File: src/rtl/core/i2cm_pkg.sv
// ----------------------------------------------------------------------------
// i2cm_pkg
// command codes, register indexes and the result record of the bit engine
// ----------------------------------------------------------------------------
package i2cm_pkg;

  localparam int CMD_W = 3;
  localparam int CFG_INDEX_W = 1;
  localparam int CFG_DATA_W = 16;

  localparam logic [CMD_W-1:0] CMD_NONE     = 3'd0;
  localparam logic [CMD_W-1:0] CMD_START    = 3'd1;
  localparam logic [CMD_W-1:0] CMD_STOP     = 3'd2;
  localparam logic [CMD_W-1:0] CMD_SEND     = 3'd3;
  localparam logic [CMD_W-1:0] CMD_READ     = 3'd4;
  localparam logic [CMD_W-1:0] CMD_WAIT_ACK = 3'd5;

  localparam logic [CFG_INDEX_W-1:0] CFG_TICKS_PER_UNIT    = 1'b0;
  localparam logic [CFG_INDEX_W-1:0] CFG_ACK_TIMEOUT_LIMIT = 1'b1;

  localparam logic [15:0] TICKS_PER_UNIT_RESET = 16'd1;
  localparam logic [7:0]  ACK_TIMEOUT_RESET    = 8'd250;

  localparam logic [3:0] BITS_PER_BYTE = 4'd8;

  typedef struct packed {
    logic       scl_level;
    logic       sda_level;
    logic       sda_drive;
    logic       busy_res;
    logic       done_res;
    logic [7:0] rx_byte;
    logic       nack_error;
  } res_t;

endpackage

File: src/rtl/core/i2c_master_bit_engine.sv
// ----------------------------------------------------------------------------
// i2c_master_bit_engine
// two-wire bus master bit engine, one input transaction per clock tick
// ----------------------------------------------------------------------------
// Each input transaction is one tick of bus timing: it carries the sampled
// data line level and, while the engine is idle, optionally a command
// (start, stop, send byte, read byte with ack/nack, wait for ack). Each
// accepted tick produces exactly one output transaction with the clock and
// data pin levels, data drive enable, busy, a one-tick done pulse, the last
// received byte and the ack timeout error flag.
// Each tick's result is registered in the output register; one tick is
// accepted every cycle while in_ready is high. The whole tick update is a
// single pass of logic between the state registers and the output register.
// When the receiver stalls, one more result is parked in a skid register, so
// in_ready only drops once both the output and skid registers are full.
// Reset (synchronous) returns the engine to idle with both lines high and
// driven, clears the error flag and received byte, and loads the register
// defaults: one tick per delay unit and a timeout limit of 250.
// The delay unit is clamped to at least one tick and to the width of the
// delay counter.
// ----------------------------------------------------------------------------
module i2c_master_bit_engine #(
  parameter int DELAY_BITS = 16
) (
  input  logic                            clk,
  input  logic                            rst,
  input  logic                            cfg_we,
  input  logic [i2cm_pkg::CFG_INDEX_W-1:0] cfg_index,
  input  logic [i2cm_pkg::CFG_DATA_W-1:0]  cfg_data,
  input  logic                            in_valid,
  output logic                            in_ready,
  input  logic [2:0]                      command,
  input  logic [7:0]                      tx_byte,
  input  logic                            ack_after_read,
  input  logic                            sda_in,
  output logic                            out_valid,
  input  logic                            out_ready,
  output logic                            scl_level,
  output logic                            sda_level,
  output logic                            sda_drive,
  output logic                            busy_res,
  output logic                            done_res,
  output logic [7:0]                      rx_byte,
  output logic                            nack_error
);
  import i2cm_pkg::*;

  localparam int UW = (DELAY_BITS > 16) ? DELAY_BITS : 16;
  localparam logic [UW-1:0] UNIT_CAP = UW'({DELAY_BITS{1'b1}});

  // configuration
  logic [15:0] ticks_per_unit;
  logic [7:0]  ack_timeout_limit;

  // engine state
  logic [2:0]            active_command;
  logic [3:0]            phase;
  logic [3:0]            bit_index;
  logic [7:0]            shift_value;
  logic [DELAY_BITS-1:0] delay_count;
  logic [7:0]            timeout_count;
  logic                  ack_choice;
  logic                  scl_reg;
  logic                  sda_reg;
  logic                  drive_reg;
  logic [7:0]            rx_hold;
  logic                  error_flag;

  logic [2:0]            active_command_next;
  logic [3:0]            phase_next;
  logic [3:0]            bit_index_next;
  logic [7:0]            shift_value_next;
  logic [DELAY_BITS-1:0] delay_count_next;
  logic [7:0]            timeout_count_next;
  logic                  ack_choice_next;
  logic                  scl_next;
  logic                  sda_next;
  logic                  drive_next;
  logic [7:0]            rx_hold_next;
  logic                  error_flag_next;
  logic                  done_next;

  // output and skid registers
  res_t out_res;
  res_t skid_res;
  res_t res_next;
  logic skid_valid;

  logic [UW-1:0]         unit_wide;
  logic [DELAY_BITS-1:0] unit_ticks;

  logic in_acc;
  logic out_take;

  assign in_ready = !skid_valid;
  assign in_acc   = in_valid && in_ready;
  assign out_take = out_valid && out_ready;

  always_comb begin
    unit_wide = UW'(ticks_per_unit);
    if (unit_wide == '0) begin
      unit_wide = UW'(1);
    end
    if (unit_wide > UNIT_CAP) begin
      unit_wide = UNIT_CAP;
    end
    unit_ticks = unit_wide[DELAY_BITS-1:0];
  end

  // one tick of the engine
  always_comb begin
    logic                  count_en;
    logic                  fin;
    logic                  adv;
    logic [8:0]            tmo_inc;
    logic [DELAY_BITS:0]   dly_inc;
    logic [3:0]            bit_inc;

    active_command_next = active_command;
    phase_next          = phase;
    bit_index_next      = bit_index;
    shift_value_next    = shift_value;
    delay_count_next    = delay_count;
    timeout_count_next  = timeout_count;
    ack_choice_next     = ack_choice;
    scl_next            = scl_reg;
    sda_next            = sda_reg;
    drive_next          = drive_reg;
    rx_hold_next        = rx_hold;
    error_flag_next     = error_flag;
    done_next           = 1'b0;
    count_en            = 1'b1;
    fin                 = 1'b0;
    adv                 = 1'b1;
    tmo_inc             = {1'b0, timeout_count} + 9'd1;
    dly_inc             = '0;
    bit_inc             = bit_index + 4'd1;

    // take a new command only while idle
    if (active_command == CMD_NONE && command >= CMD_START && command <= CMD_WAIT_ACK) begin
      active_command_next = command;
      phase_next          = '0;
      delay_count_next    = '0;
      bit_index_next      = '0;
      case (command)
        CMD_START: begin
          drive_next = 1'b1;
          sda_next   = 1'b1;
          scl_next   = 1'b1;
        end
        CMD_STOP: begin
          drive_next = 1'b1;
          scl_next   = 1'b0;
          sda_next   = 1'b0;
        end
        CMD_SEND: begin
          drive_next       = 1'b1;
          scl_next         = 1'b0;
          sda_next         = tx_byte[7];
          shift_value_next = {tx_byte[6:0], 1'b0};
        end
        CMD_READ: begin
          drive_next       = 1'b0;
          scl_next         = 1'b0;
          shift_value_next = '0;
          ack_choice_next  = ack_after_read;
        end
        default: begin
          drive_next         = 1'b0;
          sda_next           = 1'b1;
          timeout_count_next = '0;
          error_flag_next    = 1'b0;
        end
      endcase
    end

    if (active_command_next != CMD_NONE) begin
      // ack polling phase: sample every tick
      if (active_command_next == CMD_WAIT_ACK && phase_next == 4'd2) begin
        if (!sda_in) begin
          scl_next        = 1'b0;
          error_flag_next = 1'b0;
          fin             = 1'b1;
          count_en        = 1'b0;
        end else begin
          tmo_inc = {1'b0, timeout_count_next} + 9'd1;
          if (tmo_inc > {1'b0, ack_timeout_limit}) begin
            // give up: run a stop sequence from its second half setup
            drive_next       = 1'b1;
            scl_next         = 1'b0;
            sda_next         = 1'b0;
            phase_next       = 4'd3;
            delay_count_next = '0;
          end else begin
            timeout_count_next = tmo_inc[7:0];
            count_en           = 1'b0;
          end
        end
      end

      if (count_en) begin
        dly_inc = {1'b0, delay_count_next} + {{DELAY_BITS{1'b0}}, 1'b1};
        if (dly_inc >= {1'b0, unit_ticks}) begin
          delay_count_next = '0;
          bit_inc          = bit_index_next + 4'd1;
          // end of one delay unit
          case (active_command_next)
            CMD_START: begin
              if (phase_next == 4'd3) sda_next = 1'b0;
              if (phase_next == 4'd7) begin
                scl_next = 1'b0;
                fin      = 1'b1;
              end
            end
            CMD_STOP: begin
              if (phase_next == 4'd3) begin
                scl_next = 1'b1;
                sda_next = 1'b1;
              end
              if (phase_next == 4'd7) fin = 1'b1;
            end
            CMD_SEND: begin
              if (phase_next == 4'd1) scl_next = 1'b1;
              if (phase_next == 4'd3) scl_next = 1'b0;
              if (phase_next == 4'd5) begin
                bit_index_next = bit_inc;
                if (bit_inc >= BITS_PER_BYTE) begin
                  fin = 1'b1;
                end else begin
                  sda_next         = shift_value_next[7];
                  shift_value_next = {shift_value_next[6:0], 1'b0};
                  phase_next       = '0;
                  adv              = 1'b0;
                end
              end
            end
            CMD_READ: begin
              if (phase_next == 4'd1) begin
                scl_next         = 1'b1;
                shift_value_next = {shift_value_next[6:0], sda_in};
              end
              if (phase_next == 4'd2) begin
                bit_index_next = bit_inc;
                scl_next       = 1'b0;
                if (bit_inc < BITS_PER_BYTE) begin
                  phase_next = '0;
                  adv        = 1'b0;
                end else begin
                  rx_hold_next = shift_value_next;
                  drive_next   = 1'b1;
                  sda_next     = !ack_choice_next;
                end
              end
              if (phase_next == 4'd4) scl_next = 1'b1;
              if (phase_next == 4'd6) begin
                scl_next = 1'b0;
                fin      = 1'b1;
              end
            end
            CMD_WAIT_ACK: begin
              if (phase_next == 4'd0) scl_next = 1'b1;
              if (phase_next == 4'd6) begin
                scl_next = 1'b1;
                sda_next = 1'b1;
              end
              if (phase_next == 4'd10) begin
                error_flag_next = 1'b1;
                fin             = 1'b1;
              end
            end
            default: begin
              adv = 1'b1;
            end
          endcase
          if (!fin && adv) begin
            phase_next = phase_next + 4'd1;
          end
        end else begin
          delay_count_next = dly_inc[DELAY_BITS-1:0];
        end
      end

      if (fin) begin
        active_command_next = CMD_NONE;
        phase_next          = '0;
        bit_index_next      = '0;
        delay_count_next    = '0;
        done_next           = 1'b1;
      end
    end

    res_next.scl_level  = scl_next;
    res_next.sda_level  = sda_next;
    res_next.sda_drive  = drive_next;
    res_next.busy_res   = (active_command_next != CMD_NONE);
    res_next.done_res   = done_next;
    res_next.rx_byte    = rx_hold_next;
    res_next.nack_error = error_flag_next;
  end

  always_ff @(posedge clk) begin
    if (rst) begin
      ticks_per_unit    <= TICKS_PER_UNIT_RESET;
      ack_timeout_limit <= ACK_TIMEOUT_RESET;
    end else if (cfg_we) begin
      case (cfg_index)
        CFG_TICKS_PER_UNIT:    ticks_per_unit    <= cfg_data;
        CFG_ACK_TIMEOUT_LIMIT: ack_timeout_limit <= cfg_data[7:0];
        default: begin
          ticks_per_unit <= ticks_per_unit;
        end
      endcase
    end
  end

  always_ff @(posedge clk) begin
    if (rst) begin
      active_command <= CMD_NONE;
      phase          <= '0;
      bit_index      <= '0;
      shift_value    <= '0;
      delay_count    <= '0;
      timeout_count  <= '0;
      ack_choice     <= 1'b0;
      scl_reg        <= 1'b1;
      sda_reg        <= 1'b1;
      drive_reg      <= 1'b1;
      rx_hold        <= '0;
      error_flag     <= 1'b0;
    end else if (in_acc) begin
      active_command <= active_command_next;
      phase          <= phase_next;
      bit_index      <= bit_index_next;
      shift_value    <= shift_value_next;
      delay_count    <= delay_count_next;
      timeout_count  <= timeout_count_next;
      ack_choice     <= ack_choice_next;
      scl_reg        <= scl_next;
      sda_reg        <= sda_next;
      drive_reg      <= drive_next;
      rx_hold        <= rx_hold_next;
      error_flag     <= error_flag_next;
    end
  end

  // output register with one skid entry behind it
  always_ff @(posedge clk) begin
    if (rst) begin
      out_valid  <= 1'b0;
      skid_valid <= 1'b0;
    end else if (out_take) begin
      if (skid_valid) begin
        out_res    <= skid_res;
        skid_valid <= 1'b0;
      end else if (in_acc) begin
        out_res <= res_next;
      end else begin
        out_valid <= 1'b0;
      end
    end else if (in_acc) begin
      if (!out_valid) begin
        out_res   <= res_next;
        out_valid <= 1'b1;
      end else begin
        skid_res   <= res_next;
        skid_valid <= 1'b1;
      end
    end
  end

  assign scl_level  = out_res.scl_level;
  assign sda_level  = out_res.sda_level;
  assign sda_drive  = out_res.sda_drive;
  assign busy_res   = out_res.busy_res;
  assign done_res   = out_res.done_res;
  assign rx_byte    = out_res.rx_byte;
  assign nack_error = out_res.nack_error;

endmodule
File: config.mk
export PLATFORM = sky130hd
export DESIGN_NAME = i2c_master_bit_engine
export DESIGN_NICKNAME = d
export VERILOG_FILES = /design/src/rtl/core/i2cm_pkg.sv /design/src/rtl/core/i2c_master_bit_engine.sv
export SDC_FILE = /design/constraint.sdc
export NUM_CORES = 1
export LEC_CHECK = 0
export BUFFER_PORTS_ARGS = -buffer_cell sky130_fd_sc_hd__buf_4
export CAP_MARGIN = 20
export CORE_UTILIZATION = 55
export DETAILED_ROUTE_END_ITERATION = 16
export GPL_TIMING_DRIVEN = 0
export PLACE_DENSITY = 0.74
export SLEW_MARGIN = 25
export SYNTH_ARGS = -nofsm -noshare
export SYNTH_HDL_FRONTEND = slang
export SYNTH_SLANG_ARGS = --single-unit
File: constraint.sdc
create_clock -name clk -period 15.46 [get_ports clk]
set_clock_uncertainty 0.2 [all_clocks]
set_input_delay 1.546 -clock clk [delete_from_list [all_inputs] [get_ports clk]]
set_output_delay 1.546 -clock clk [all_outputs]
set_load 0.02 [all_outputs]
# Word level (Yosys, flattened, before mapping)
# Cells that the tools add are included.
dict set report classes {
  n_addsub 4
  n_lt_le_gt_ge 7
  eq_ne 22
  muxes 158
  n_bitwise 3
  reduce_logical 27
}
# operator n
set ops {}
lappend ops {{$mux W16} 11}
lappend ops {{$mux W8} 19}
lappend ops {{$mux W4} 28}
lappend ops {{$mux W1} 82}
lappend ops {{$mux W14} 5}
lappend ops {{$pmux W8 S2} 2}
lappend ops {{$eq A4 B3 Y1 const B} 5}
lappend ops {{$add A16 B1 Y17 const B} 1}
lappend ops {{$ge A17 B16 Y1} 1}
lappend ops {{$gt A16 B16 Y1 const B} 1}
lappend ops {{$logic_not A16 Y1} 1}
lappend ops {{$pmux W4 S2} 2}
lappend ops {{$eq A3 B2 Y1 const B} 4}
lappend ops {{$eq A4 B2 Y1 const B} 3}
lappend ops {{$pmux W1 S5} 2}
lappend ops {{$add A8 B1 Y9 const B} 1}
lappend ops {{$eq A3 B3 Y1 const B} 3}
lappend ops {{$gt A9 B8 Y1} 1}
lappend ops {{$mux W3} 3}
lappend ops {{$add A4 B1 Y4 const B} 2}
lappend ops {{$reduce_and A4 Y1} 2}
lappend ops {{$eq A3 B1 Y1 const B} 2}
lappend ops {{$logic_and A1 B1 Y1} 6}
lappend ops {{$reduce_and A2 Y1} 3}
lappend ops {{21 further kinds} 31}
dict set report word_totals {
  ff_bits 110
  input_bits 35
  word_cells 251
}

# Depth between registers and ports, before layout
# Gate-level depths: netlist of the first run.
dict set report depth {
  word_depth 31
  depth_mapped 35
  mapped_depth_nobuf 31
}

# Least setup slack after synthesis of the first run
# Ideal clock, no wire load.
dict set report synth_path {
  path_type {in2reg}
  startpoint {input port command[2]}
  endpoint {register out_res (netlist bit rx_byte[7]) (data pin)}
  setup_time_ps 260
  arrival_time_ps 7575
  setup_slack_ps 7425
  cell_stages 31
  path_buffers 3
  path_cell_list {buf_2 > and4bb_2 > a21oi_1 > and3_1 > nand3_1 > or3_1 > a21oi_1 > ha_1 > nand4_1 > o211a_1 > a31oi_1 > o31ai_1 > a21oi_1 > and2_1 > ha_1 > and3_1 > clkbuf_1 > and4_1 > nand2_1 > xor2_1 > nor2_1 > ha_1 > o21a_1 > o2111ai_1 > a31oi_1 > o41a_1 > inv_1 > a21o_1 > buf_2 > mux2_4 > mux2_2}
}
# element line_no
set synth_lines {}
lappend synth_lines {{start: declaration} i2c_master_bit_engine.sv:32} ;# input logic [2:0] command,
lappend synth_lines {{end signal: assignment} i2c_master_bit_engine.sv:353} ;# out_res <= skid_res;
lappend synth_lines {{end signal: assignment} i2c_master_bit_engine.sv:356} ;# out_res <= res_next;
lappend synth_lines {{end signal: assignment} i2c_master_bit_engine.sv:362} ;# out_res <= res_next;
lappend synth_lines {{end: declaration} i2c_master_bit_engine.sv:84} ;# res_t out_res;

# Worst setup path in the final report of the first run
dict set report layout_path {
  startpoint {input port command[2]}
  endpoint {register phase[0]}
}
dict set report layout_between {
  elab_chain_cells 29
  elab_cells_between_ends 89
  classes_between {4 x add/sub; 6 x order compare; 15 x eq/ne; 56 x mux; 8 x reduce/logical}
}
# element line_no
set layout_lines {}
lappend layout_lines {{$ge A3 B1 Y1, or another cell as far along} i2c_master_bit_engine.sv:140} ;# if (active_command == CMD_NONE && command >= CMD_START && command <= CMD_WAIT_ACK) begin
lappend layout_lines {{$logic_and A1 B1 Y1 or $reduce_or A4 Y1 (tied branches)} -}
lappend layout_lines {{$logic_and A1 B1 Y1 or $mux W8 (tied branches)} {i2c_master_bit_engine.sv:140, i2c_master_bit_engine.sv:145}}
lappend layout_lines {{$mux W8} i2c_master_bit_engine.sv:140}
lappend layout_lines {{$add A8 B1 Y9} i2c_master_bit_engine.sv:186} ;# tmo_inc = {1'b0, timeout_count_next} + 9'd1;
lappend layout_lines {{$gt A9 B8 Y1} i2c_master_bit_engine.sv:187} ;# if (tmo_inc > {1'b0, ack_timeout_limit}) begin
lappend layout_lines {{$mux W4} i2c_master_bit_engine.sv:187}
lappend layout_lines {{$mux W4} i2c_master_bit_engine.sv:180} ;# if (!sda_in) begin
lappend layout_lines {{(+13 left out)} -}
lappend layout_lines {{$mux W1} i2c_master_bit_engine.sv:177} ;# if (active_command_next != CMD_NONE) begin
lappend layout_lines {{$logic_not A1 Y1} i2c_master_bit_engine.sv:275} ;# if (!fin && adv) begin
lappend layout_lines {{$logic_and A1 B1 Y1} i2c_master_bit_engine.sv:275}
lappend layout_lines {{$mux W4} i2c_master_bit_engine.sv:275}
lappend layout_lines {{$mux W4} i2c_master_bit_engine.sv:203} ;# if (dly_inc >= {1'b0, unit_ticks}) begin
lappend layout_lines {{$mux W4} i2c_master_bit_engine.sv:201} ;# if (count_en) begin
lappend layout_lines {{$mux W4} i2c_master_bit_engine.sv:283} ;# if (fin) begin
lappend layout_lines {{$mux W4 (*)} i2c_master_bit_engine.sv:177}
lappend layout_lines {{end signal: assignment} i2c_master_bit_engine.sv:332} ;# phase <= phase_next;
lappend layout_lines {{end: declaration} i2c_master_bit_engine.sv:57} ;# logic [3:0] phase;
# Every way passes the cells marked *; elsewhere a longest branch is shown, timed or not. The select of a mux whose other input is x is not followed.
# A chain may end at the register's enable or synchronous reset.

==> results of run 1 <==
==> through the flow <==
| step | setup WS [ns] | util | hold slack (ns) | area, µm² |
|---|---|---|---|---|
| after CTS | 6.435 | 0.6338 | 0.2738 | 7966 |
| after floorplan | 7.425 | - | 0.2363 | 7071 |
| after global placement | 6.061 | 0.6090 | 0.2464 | 7654 |
| after global routing | 5.838 | 0.6338 | 0.2912 | 7966 |
| after detailed placement | 6.097 | 0.6100 | 0.2513 | 7666 |
| final | 6.267 | 0.6338 | 0.2684 | 7966 |
==> logic make-up (layout without fill, tap and decap cells) <==
| kind of cell | Yosys count | in the layout | synth area share |
|---|---|---|---|
| adder cells (fa/ha/maj) | 29 | 29 | 0.05132 |
| XOR/XNOR | 18 | 18 | 0.02230 |
| buffers and inverters | 97 | 163 | 0.05521 |
| AO/OA/AOI/OAI | 241 | 241 | 0.2286 |
| AND/OR/NAND/NOR | 376 | 376 | 0.2483 |
| flip-flops | 110 | 110 | 0.3511 |
| multiplexers | 28 | 28 | 0.04318 |
==> critical path: cells and delay by family <==
family                   cells  cell delay [ns]
XOR/XNOR                     2             0.31
adder cells (fa/ha/maj)      4             1.06
buffers and inverters        2             0.39
AND/OR/NAND/NOR             14             3.31
AO/OA/AOI/OAI               10             2.58
==> metal layers <==
layer	global-route usage	part of all wire
met1	0.4152	0.47
met3	0.06695	0.068
met4	0.1013	0.025
met2	0.4842	0.44
met5	0	0
==> path summary, 6_finish.rpt <==
path                         from                   end
min reg2reg  ack_timeout_limit[6]  ack_timeout_limit[6]
max                    command[2]              phase[0]
min          ack_timeout_limit[6]  ack_timeout_limit[6]
max reg2reg     active_command[0]              phase[0]
==> cell usage after synthesis (12+ instances only) <==
master | n | area share
and3_1 | 12 | 0.011
nor3_1 | 19 | 0.013
a22oi_1 | 21 | 0.022
inv_1 | 41 | 0.022
dfxtp_1 | 82 | 0.23
nand3_1 | 42 | 0.030
mux2_2 | 16 | 0.025
ha_1 | 29 | 0.051
edfxtp_1 | 28 | 0.12
nand2_1 | 148 | 0.079
clkbuf_1 | 39 | 0.021
nor2_1 | 84 | 0.045
a31oi_1 | 16 | 0.014
a21oi_1 | 69 | 0.049
o21ai_0 | 47 | 0.033
==> area by class of cell <==
class / count / area (µm²)
Buffer: 54 / 229.0
Clock buffer: 9 / 225.2
Clock inverter: 7 / 75.07
Fill cell: 1183 / 4602
Inverter: 43 / 161.4
Multi-Input combinational cell: 692 / 4203
Sequential cell: 110 / 2482
Tap cell: 172 / 215.2
Timing Repair Buffer: 50 / 375.4
==> power by group <==
group          internal, mW  leakage (nW)  switching (mW)
registers             0.307         0.920         0.00672
logic                0.0506          2.06          0.0996
clock network         0.115         0.149           0.119
total                 0.472          3.13           0.225
==> qor.txt, run 1 <==
Status - finished clean
Total die area - 13,310 µm²
Port bufs - 49
Clock buffer count from CTS - 9
Post-synth EDFFs - 28
Average wire per standard cell - 17.38 µm
ANT nets after route - 0
Top flop regs - delay_count x16, ticks_per_unit x16, skid_res x14
H-tree levels - 3
Commonest cells after routing, fill and taps aside - 148 x nand2_1, 84 x nor2_1, 82 x dfxtp_1
Boundary Pins - 51
Via count - 6,826
R2R cell count - 33
Worst path slowest cell - o41a_1
Vias per inst - 6.004
Fmax achieved - 108.8 MHz
Critical path type - in -> reg
DR iter-0 viols - 565
Fin crit period - 9.193 ns
Slew Limit Fails - 0
Root Buffer - clkbuf_16
Post-Route WL - 19.76 mm
Antenna diodes - 0
Most common cell after layout, fill and taps aside - nand2_1
Avg Inst Size Synth - 7.865 µm²
TritonRoute pass-1 iters - 6
Initial antenna violation count - 0
Hold depth - 2
Hold-fix buffer count after cts - 0
Worst-Margin Slew - 1.070 ns
Instance count of the mapped netlist - 899
R2r setup slk - 7.05 ns
Bufs on Longest Clock Path - 2
Net count after synthesis - 963
P_leak - 3.133 nW
Initial Util - 0.5626
Seq/Total Area, Yosys - 0.3511
Worst skew pair latency - 0.36 ns
Area Overhead vs Synth - 12.67%
Final setup TNS - 0 ns
Warnings from Yosys - 0
Largest net degree at the start of global routing - 22
Final worst path period share - 0.5946
DR DRC count - 0
Layout cells sized above 1 - 0.1254
Synth unique cells - 78
Asr flop ratio synth - 0
RSZ-0062 raised after global routing - false
HP Class - reg -> reg
Pwr Density - 87.50 nW/µm²
Top_reg_cell synth - dfxtp_1
Final setup viols - 0
DPL Wire Length - 14.86 mm
Final Instance Count excl. Fillers - 1,137
Core Area - 12,570 µm²
Crit path arrival time - 9.24 ns
Vias in the first global route - 6,193
Mapped cell area - 7071 µm²
DIE WIDTH - 115.4 µm
# nets final - 1,024
Die Ht - 115.4 µm
CTS tree - yes
Setup Buffers After CTS - 0
Max VDD drop - 76.73 µV
Power, Total - 697.1 µW
Clk sinks - 110
CP peak stage delay - 0.47 ns
CP endpoint kind - flop
Clk slew on worst S/H paths - 0.08 ns
CP Launch Type - input pin
Largest fanout on the critical path - 10
Max-Slew Margin vs Limit - 0.2813
Rows - 41
Resized Gates After CTS - 0
Routability cong. - 0.9375
Final hold viol count - 0
MaxCap Viol Count - 0
Dpl cells - 1,121
WP data required - 15.51 ns
GRT Overall Usage - 0.3065
Register bit total from synthesis - 110
First-pass GRT wire length - 31.40 mm
GRT overflow - 0
Note: power is estimated with default switching activity, not from simulation.
==> run 2: changes to the inputs <==
Settings changed: PLACE_DENSITY 0.74 to 0.77.
Clock period 15.46 ns to 7.8 ns, I/O delays scaled along.
==> run 2 against run 1 <==
  * Sequential power grew 99%
  * Count of clock-buffer cells in the layout grew 1
  * Flip-flop and latch count is the same
  * Die area is the same
  * Final area grew 1.9%
  * Routed wire length grew 0.49%
  * Critical path depth is the same
==> qor.txt, run 2 (synthesis results as in run 1) <==
Worst-Margin Slew - 1.005 ns (was 1.070 ns)
HP Class - reg -> reg (unchanged)
RSZ-0062 raised after global routing - false (unchanged)
Root Buffer - clkbuf_16 (unchanged)
CP Launch Type - input pin (unchanged)
Top flop regs - delay_count x16, ticks_per_unit x16, skid_res x14 (unchanged)
Via count - 7,059 (was 6,826)
Status - finished clean (unchanged)
# nets final - 1,027 (was 1,024)
Vias per inst - 6.192 (was 6.004)
Hold-fix buffer count after cts - 0 (unchanged)
Largest net degree at the start of global routing - 21 (was 22)
DR DRC count - 0 (unchanged)
P_leak - 3.177 nW (was 3.133 nW)
Average wire per standard cell - 17.42 µm (was 17.38 µm)
Rows - 41 (unchanged)
Vias in the first global route - 6,356 (was 6,193)
TritonRoute pass-1 iters - 5 (was 6)
GRT Overall Usage - 0.3061 (was 0.3065)
Fin crit period - 7.423 ns
Max VDD drop - 154.4 µV (was 76.73 µV)
Final worst path period share - 0.9517
GRT overflow - 0 (unchanged)
Fmax achieved - 134.7 MHz
Crit path arrival time - 7.33 ns (was 9.24 ns)
Worst skew pair latency - 0.36 ns (about the same)
Boundary Pins - 51 (unchanged)
CP endpoint kind - flop (unchanged)
Top cell by count, worst path - ha_1
H-tree levels - 3 (unchanged)
Crit path from - command[1] (was command[2])
CP peak stage delay - 0.50 ns (was 0.47 ns)
First-pass GRT wire length - 31.68 mm (was 31.40 mm)
Final setup TNS - 0 ns (unchanged)
Final setup viols - 0 (unchanged)
Slew Limit Fails - 0 (unchanged)
Initial antenna violation count - 0 (unchanged)
Layout cells sized above 1 - 0.1457 (was 0.1254)
Die Ht - 115.4 µm (unchanged)
Worst path slowest cell - o41a_1 (unchanged)
FF-to-FF End - rx_byte[7] (was phase[0])
MaxCap Viol Count - 0 (unchanged)
Port bufs - 49 (unchanged)
Core Area - 12,570 µm² (unchanged)
Bufs on Longest Clock Path - 2 (unchanged)
Total die area - 13,310 µm² (unchanged)
Commonest cells after routing, fill and taps aside - 147 x nand2_1, 83 x nor2_1, 82 x dfxtp_1 (was 148 x nand2_1, 84 x nor2_1, 82 x dfxtp_1)
Post-Route WL - 19.86 mm (was 19.76 mm)
CTS tree - yes (unchanged)
R2r setup slk - 0.57 ns (was 7.05 ns)
Reg-to-reg startpoint - active_command[0] (unchanged)
ANT nets after route - 0 (unchanged)
Worst setup path endpoint - rx_byte[7] (was phase[0])
WP data required - 7.71 ns (was 15.51 ns)
Max-Slew Margin vs Limit - 0.3241 (was 0.2813)
Clk sinks - 110 (unchanged)
Pwr Density - 174.7 nW/µm² (was 87.50 nW/µm²)
Power, Total - 1.419 mW (was 697.1 µW)
DIE WIDTH - 115.4 µm (unchanged)
R2R cell count - 32 (was 33)
DPL Wire Length - 14.64 mm (was 14.86 mm)
Largest fanout on the critical path - 10 (unchanged)
Most common cell after layout, fill and taps aside - nand2_1 (unchanged)
Antenna diodes - 0 (unchanged)
Routability cong. - 0.9853 (was 0.9375)
Initial Util - 0.5626 (unchanged)
Final hold viol count - 0 (unchanged)
Area Overhead vs Synth - 14.85% (was 12.67%)
Critical path type - in -> reg (unchanged)
DR iter-0 viols - 726 (was 565)
Clock buffer count from CTS - 9 (unchanged)
Clk slew on worst S/H paths - 0.07 ns (was 0.08 ns)
==> run 2: changes by cell type in the layout (fill, tap and decap cells not counted), sizes merged <==
cell      delta
clkinvlp     +1
clkinv       -2
clkbuf       +1
buf          +3
inv          -1
bufinv       +1
==> run 2: layout make-up <==
class                      count  area, µm²
buffer                        53      230.2
clock buffer                  10      229.0
clock inverter                 6      82.58
fill                        1120       4448
inverter                      43      161.4
multi-input combinational    692       4314
sequential                   110       2482
tap                          172      215.2
timing repair buffer          54      405.4
==> run 2: worst min-delay path by stage <==
stage | start | to | slack [ns] | depth (start not counted)
after global routing | ack_timeout_limit[2] | ack_timeout_limit[2] | 0.28 | 2
after detailed placement | ack_timeout_limit[2] | ack_timeout_limit[2] | 0.25 | 2
after floorplan | ack_timeout_limit[2] | ack_timeout_limit[2] | 0.24 | 2
after global placement | ack_timeout_limit[2] | ack_timeout_limit[2] | 0.25 | 2
after CTS | ack_timeout_limit[2] | ack_timeout_limit[2] | 0.26 | 2
final | ack_timeout_limit[2] | ack_timeout_limit[2] | 0.26 | 2
==> run 2: critical path: cells and delay by family <==
| family | cells | cell delay, ns |
|---|---|---|
| adder cells (fa/ha/maj) | 4 | 1.04 |
| AO/OA/AOI/OAI | 8 | 1.80 |
| multiplexers | 2 | 0.59 |
| AND/OR/NAND/NOR | 13 | 2.28 |
| buffers and inverters | 3 | 0.48 |
| XOR/XNOR | 2 | 0.34 |
==> run 2: through the flow <==
| step | setup slack [ns] | utilization | area (µm²) | hold slack [ns] | std cells |
|---|---|---|---|---|---|
| finish | 0.3770 | 0.6461 | 8120 | 0.2575 | 1140 |
| floorplan | 0.5315 | - | 7071 | 0.2363 | 899 |
| global route | 0.05438 | 0.6461 | 8120 | 0.2775 | 1140 |
| detailed placement | -0.6702 | 0.6100 | 7666 | 0.2484 | 1121 |
| CTS | 0.01151 | 0.6392 | 8034 | 0.2586 | 1137 |
| global placement | -0.6399 | 0.6090 | 7654 | 0.2459 | 1120 |
==> run 2: timing repair <==
action / 4_1_cts / 5_1_grt
cloned: 0 / 0
pin swaps: 2 / 7
buffers inserted: 0 / 4
resized for setup: 12 / 15
endpoints found under the setup margin: 71 / 75
==> run 2: per-layer routing <==
| layer | up-vias | global-route usage | share of wire |
|---|---|---|---|
| li1 | 3385 | - | - |
| met5 | - | 0 | 0 |
| met2 | 323 | 0.4814 | 0.46 |
| met3 | 60 | 0.04270 | 0.077 |
| met4 | 0 | 0.1437 | 0.034 |
| met1 | 3291 | 0.4151 | 0.43 |
==> run 2: where the power goes <==
part	internal, mW	switching (mW)	total [mW]
registers	0.608	0.0140	0.622
logic	0.108	0.204	0.312
clock network	0.256	0.228	0.485
